## src/rtl/core/vrga_pkg.sv

```systemverilog
// Shared types, constants and helper functions for the vertical row group averager.
`timescale 1ns / 1ps
`default_nettype none

package vrga_pkg;

   // Sizes of the line store and of the register fields.
   localparam int MAX_LINE   = 4096;
   localparam int ROWS_CAP   = 4096;
   localparam int HEIGHT_CAP = 4096;
   localparam int COL_W      = $clog2(MAX_LINE);
   localparam int LINE_W     = 12;
   localparam int COUNT_W    = 13;
   localparam int SAMPLE_W   = 16;
   localparam int NARROW_W   = 8;
   localparam int SUM_W      = 28;
   localparam int REM_W      = COUNT_W - 1;
   localparam int DIV_STEPS  = SUM_W;
   localparam int STEP_W     = $clog2(DIV_STEPS);
   localparam int INDEX_W    = 3;

   // Configuration register indexes.
   typedef enum logic [INDEX_W-1:0] {
      REG_GROUP_ROWS   = 3'd0,
      REG_WHOLE_FRAME  = 3'd1,
      REG_LINE_LENGTH  = 3'd2,
      REG_FRAME_HEIGHT = 3'd3,
      REG_WIDE_SAMPLES = 3'd4,
      REG_BIG_ENDIAN   = 3'd5
   } vrga_reg_type;

   // Controller states.
   typedef enum logic [1:0] {
      ST_IDLE,
      ST_ACCUM,
      ST_DIVIDE,
      ST_OUTPUT
   } vrga_state_type;

   // Commands from the controller to the datapath.
   typedef struct packed {
      logic accept;
      logic accum;
      logic div_step;
      logic load_out;
   } vrga_cmd_type;

   // Status from the datapath to the controller.
   typedef struct packed {
      logic emit;
      logic div_last;
      logic out_free;
   } vrga_status_type;

   // Swap the two bytes of a 16-bit value.
   function automatic logic [SAMPLE_W-1:0] swap16(input logic [SAMPLE_W-1:0] v);
      return {v[NARROW_W-1:0], v[SAMPLE_W-1:NARROW_W]};
   endfunction

   // A count of zero acts as one, and a count above the cap saturates.
   function automatic logic [COUNT_W-1:0] clamp_count(input logic [COUNT_W-1:0] v,
                                                     input logic [COUNT_W-1:0] cap);
      logic [COUNT_W-1:0] r;
      if (v == '0) begin
         r = COUNT_W'(1);
      end else if (v > cap) begin
         r = cap;
      end else begin
         r = v;
      end
      return r;
   endfunction

endpackage

`default_nettype wire

```

## src/rtl/core/vrga_ctrl.sv

```systemverilog
// Controller state machine that sequences accept, accumulate, divide and output.
`timescale 1ns / 1ps
`default_nettype none

module vrga_ctrl (
   input  wire logic                      clock,
   input  wire logic                      reset,
   input  wire logic                      req_valid,
   output logic                           req_ready,
   input  wire vrga_pkg::vrga_status_type status,
   output vrga_pkg::vrga_cmd_type         cmd
);
   import vrga_pkg::*;

   vrga_state_type state_ff, state_in;

   // State register.
   always_ff @(posedge clock) begin
      if (reset) begin
         state_ff <= ST_IDLE;
      end else begin
         state_ff <= state_in;
      end
   end

   // Next state and commands.
   always_comb begin
      state_in  = state_ff;
      cmd       = '0;
      req_ready = 1'b0;
      unique case (state_ff)
         ST_IDLE: begin
            req_ready = 1'b1;
            if (req_valid) begin
               cmd.accept = 1'b1;
               state_in   = ST_ACCUM;
            end
         end
         ST_ACCUM: begin
            cmd.accum = 1'b1;
            state_in  = status.emit ? ST_DIVIDE : ST_IDLE;
         end
         ST_DIVIDE: begin
            cmd.div_step = 1'b1;
            if (status.div_last) begin
               state_in = ST_OUTPUT;
            end
         end
         ST_OUTPUT: begin
            if (status.out_free) begin
               cmd.load_out = 1'b1;
               state_in     = ST_IDLE;
            end
         end
         default: begin
            state_in = ST_IDLE;
         end
      endcase
   end

   // A line that emits nothing frees the block right after its store update.
   assert property (@(posedge clock) disable iff (reset)
      (state_ff == ST_ACCUM && !status.emit) |=> (state_ff == ST_IDLE))
      else $error("non-emitting item did not return to idle");

   // The divider runs to its last step before the result is offered.
   assert property (@(posedge clock) disable iff (reset)
      (state_ff == ST_DIVIDE && status.div_last) |=> (state_ff == ST_OUTPUT))
      else $error("divider finish did not lead to output");

   // The output register is never overwritten while it holds an untaken beat.
   assert property (@(posedge clock) disable iff (reset)
      cmd.load_out |-> status.out_free)
      else $error("output register loaded while occupied");

endmodule

`default_nettype wire

```

## config.mk

```make
export PLATFORM = sky130hd
export DESIGN_NAME = vrga_ctrl
export DESIGN_NICKNAME = d
export VERILOG_FILES = /design/src/rtl/core/vrga_pkg.sv /design/src/rtl/core/vrga_ctrl.sv
export SDC_FILE = /design/constraint.sdc
export NUM_CORES = 1
export LEC_CHECK = 0
export ABC_AREA = 1
export ABC_CLOCK_PERIOD_IN_PS = 2600
export BUFFER_PORTS_ARGS = -buffer_cell sky130_fd_sc_hd__buf_2
export CELL_PAD_IN_SITES_DETAIL_PLACEMENT = 1
export CELL_PAD_IN_SITES_GLOBAL_PLACEMENT = 2
export CORE_AREA = 2 2 39 41
export DETAILED_ROUTE_END_ITERATION = 16
export DIE_AREA = 0 0 41 43
export PLACE_DENSITY_LB_ADDON = 0.1
export SETUP_SLACK_MARGIN = 0.3
export SYNTH_ARGS = -nofsm -noshare
export SYNTH_HDL_FRONTEND = slang
export SYNTH_SLANG_ARGS = --single-unit
```

## constraint.sdc

```tcl
create_clock -name clock -period 2.6 [get_ports clock]
set_clock_uncertainty 0.2 [all_clocks]
set_input_delay 0.26 -clock clock [delete_from_list [all_inputs] [get_ports clock]]
set_output_delay 0.26 -clock clock [all_outputs]
set_load 0.05 [all_outputs]
```

==> results.sh <==
export IMPL_io_buffers=10
export IMPL_grt_overflow_total=0
export IMPL_rr_endpoint="state_ff[0]$_SDFFE_PP0P_"
export IMPL_rsz0062_at_grt="no"
export IMPL_fin_area_um2=219
export IMPL_layoutNonFillerInstCount=52
export IMPL_die_height_um=43
export IMPL_synth_top_area_share_pct=31.7
export IMPL_critical_path_slowest_cell="dfxtp_1"
export IMPL_area_growth_synth_to_final_pct=73.3
export IMPL_total_leakage_power_nw=0.140
export IMPL_fin_crit_ps=1540
export IMPL_worst_hold_startpoint="reset"
export IMPL_final_seq_area_um2=40.0
export IMPL_postCtsSetupBuffers=0
export IMPL_layout_cells_sized_above_1_pct=41.7
export IMPL_wire_length_of_the_first_global_routing_pass_um=593
export IMPL_dp_hpwl_um=313
export IMPL_critical_path_buf_inv_count=1
export IMPL_via_count_of_the_first_global_routing_pass=177
export IMPL_grt_util_all_layers_pct=5.51
export IMPL_cts_hold_buf=0
export IMPL_cts_htree_levels=1
export IMPL_synth_top_cell_by_area="dfxtp_1"
export IMPL_detailed_place_area_um2=196
export IMPL_antenna_cells=0
export IMPL_avgViaCountPerCell=3.17
export IMPL_fin_nets=44
export IMPL_synthCells=23
export IMPL_final_cell_mix="10 x buf_2, 6 x nor2_1, 5 x nand2_1, 5 x inv_1, 3 x clkbuf_4"
export IMPL_synthesis_warning_total=0
export IMPL_ff2ff_path_depth=5
export IMPL_final_max_slew_viol_count=0
export IMPL_dp_cells=49
export IMPL_post_cts_resized=0
export IMPL_avgRoutedWirePerCell_um=7.12
export IMPL_fill_cells=187
export IMPL_worst_slew_margin_rel_pct=83.5
export IMPL_tightest_slew_ps=249
export IMPL_fin_crit_sh_pct=59.2
export IMPL_cts_buffers=3
export IMPL_top_level_ports=11
export IMPL_setup_failing_eps_final=0
export IMPL_detailedPlace_worstSlack_ps=1290
export IMPL_critical_path_required_ps=2140
export IMPL_worst_hold_path_type="primary input to flip-flop"
export IMPL_worstHoldPathCells=2
export IMPL_die_width_um=41
export IMPL_crit_path_cell_trace="nor3_1 -> buf_2"
export IMPL_floorplan_core_area_mm2=0.00138
export IMPL_antenna_found_initial=0
export IMPL_synth_fp_nets=29
export IMPL_clock_tree_root_cell="clkbuf_4"
export IMPL_fin_setup_tns_ps=0
export IMPL_clock_sinks=2
export IMPL_clock_fmax_ghz=0.649
export IMPL_drc_errors=0
export IMPL_globalplace_congestion=0.540
export IMPL_timing_critical_path_fanout_max=7
export IMPL_detailedRoute_firstPassIterationCount=2
export IMPL_max_incr_delay_on_cp_ps=350
export IMPL_grt_start_max_net_pins=8
export IMPL_worstSetupStartpointType="flip-flop"
export IMPL_worst_r2r_setup_slack_ps=1570
export IMPL_outcome="finished clean"
export IMPL_cpLargestDelayFamily="flip-flops"
export IMPL_placement_rows=14
export IMPL_cts_tree="yes"
export IMPL_cp_end_kind="primary output"
export IMPL_synth_avg_cell_area_um2=5.49
export IMPL_cp_depth=2
export IMPL_critPathArrivalTime_ps=1080
export IMPL_sequential_area_share_after_synthesis_pct=31.7
export IMPL_timing_final_hold_violations=0
export IMPL_detail_route_wirelength_um=370
export IMPL_finalWorstSetupSlack_ps=1060
export IMPL_critical_path_class="flip-flop to primary output"
export IMPL_mostFrequentLayoutCell="buf_2"
export IMPL_detailedRoute_firstIterationViolations=2
export IMPL_clk_pin_slew_worst_paths_ps=30
export IMPL_p_per_area_mw_per_mm2=723
export IMPL_initial_cell_density_of_the_core_pct=9.13
export IMPL_largest_vdd_supply_drop_uv=114
export IMPL_total_of_flip_flops_plus_latches_after_synthesis=2
export IMPL_timing_max_cap_violations=0
export IMPL_ys_top_cells_by_area="dfxtp_1 32%, nor2_1 18%, inv_1 15%"
export IMPL_clkLatencyLatePin_ps=220
export IMPL_syn_area_um2=126
export IMPL_multi_input_combinational_cell_area_um2=63.8
export IMPL_antenna_left=0
export IMPL_ctsLongestPathBuffers=2
export IMPL_vias=165
export IMPL_dieArea_mm2=0.00176
export IMPL_synthDistinctLibCells=9
## report_power, final
group	leakage [nW]	total, mW	internal [mW]	switching, mW
clock network	0.0138	0.0677	0.0508	0.0169
logic	0.110	0.0524	0.0133	0.0392
registers	0.0165	0.0381	0.0340	0.00407
## metrics by stage
step / hold WS [ps] / total power, mW / util (%)
2_1_floorplan: 132 / 0.0774 / -
3_5_place_dp: 244 / 0.0917 / 14.2
3_3_place_gp: 240 / 0.0918 / 14.2
5_1_grt: 29.7 / 0.173 / 15.8
6_report: 10.9 / 0.158 / 15.8
4_1_cts: 4.98 / 0.164 / 15.8
## worst max path at each step
stage                                  start     end  slack (ps)
global placement    state_ff[0]$_SDFFE_PP0P_  cmd[0]        1290
detailed placement  state_ff[0]$_SDFFE_PP0P_  cmd[0]        1290
global route                       flip-flop  cmd[1]         960
finish              state_ff[0]$_SDFFE_PP0P_  cmd[3]        1060
CTS                 state_ff[0]$_SDFFE_PP0P_  cmd[0]        1040
floorplan           state_ff[0]$_SDFFE_PP0P_  cmd[3]         700
## routing by layer
layer / global-route usage [%] / vias up / wire (um)
li1: - / 93 / -
met1: 5.43 / 63 / 171
met2: 7.19 / 9 / 161
met3: 1.57 / 0 / 37
met4: 8.00 / 0 / 0
met5: 0 / - / 0
## cell usage after synthesis
| cell | number |
|---|---|
| a21oi_1 | 1 |
| and3_2 | 1 |
| dfxtp_1 | 2 |
| inv_1 | 5 |
| inv_2 | 1 |
| nand2_1 | 5 |
| nor2_1 | 6 |
| nor3_1 | 1 |
| o21ai_0 | 1 |
## cell type report
class,instances,area share [%]
multi-input combinational,15,29.1
tap,16,9.14
sequential,2,18.3
inverter,6,10.3
clock buffer,3,10.3
timing repair buffer,10,22.9
## cell families (layout without fill, tap and decap cells)
logic type / Yosys count / after routing / synth area share (%)
compound gates: 2 / 2 / 7.91
simple gates: 13 / 13 / 42.6
flops: 2 / 2 / 31.7
buf+inv: 6 / 19 / 17.8
(Power assumes the default switching activity.)
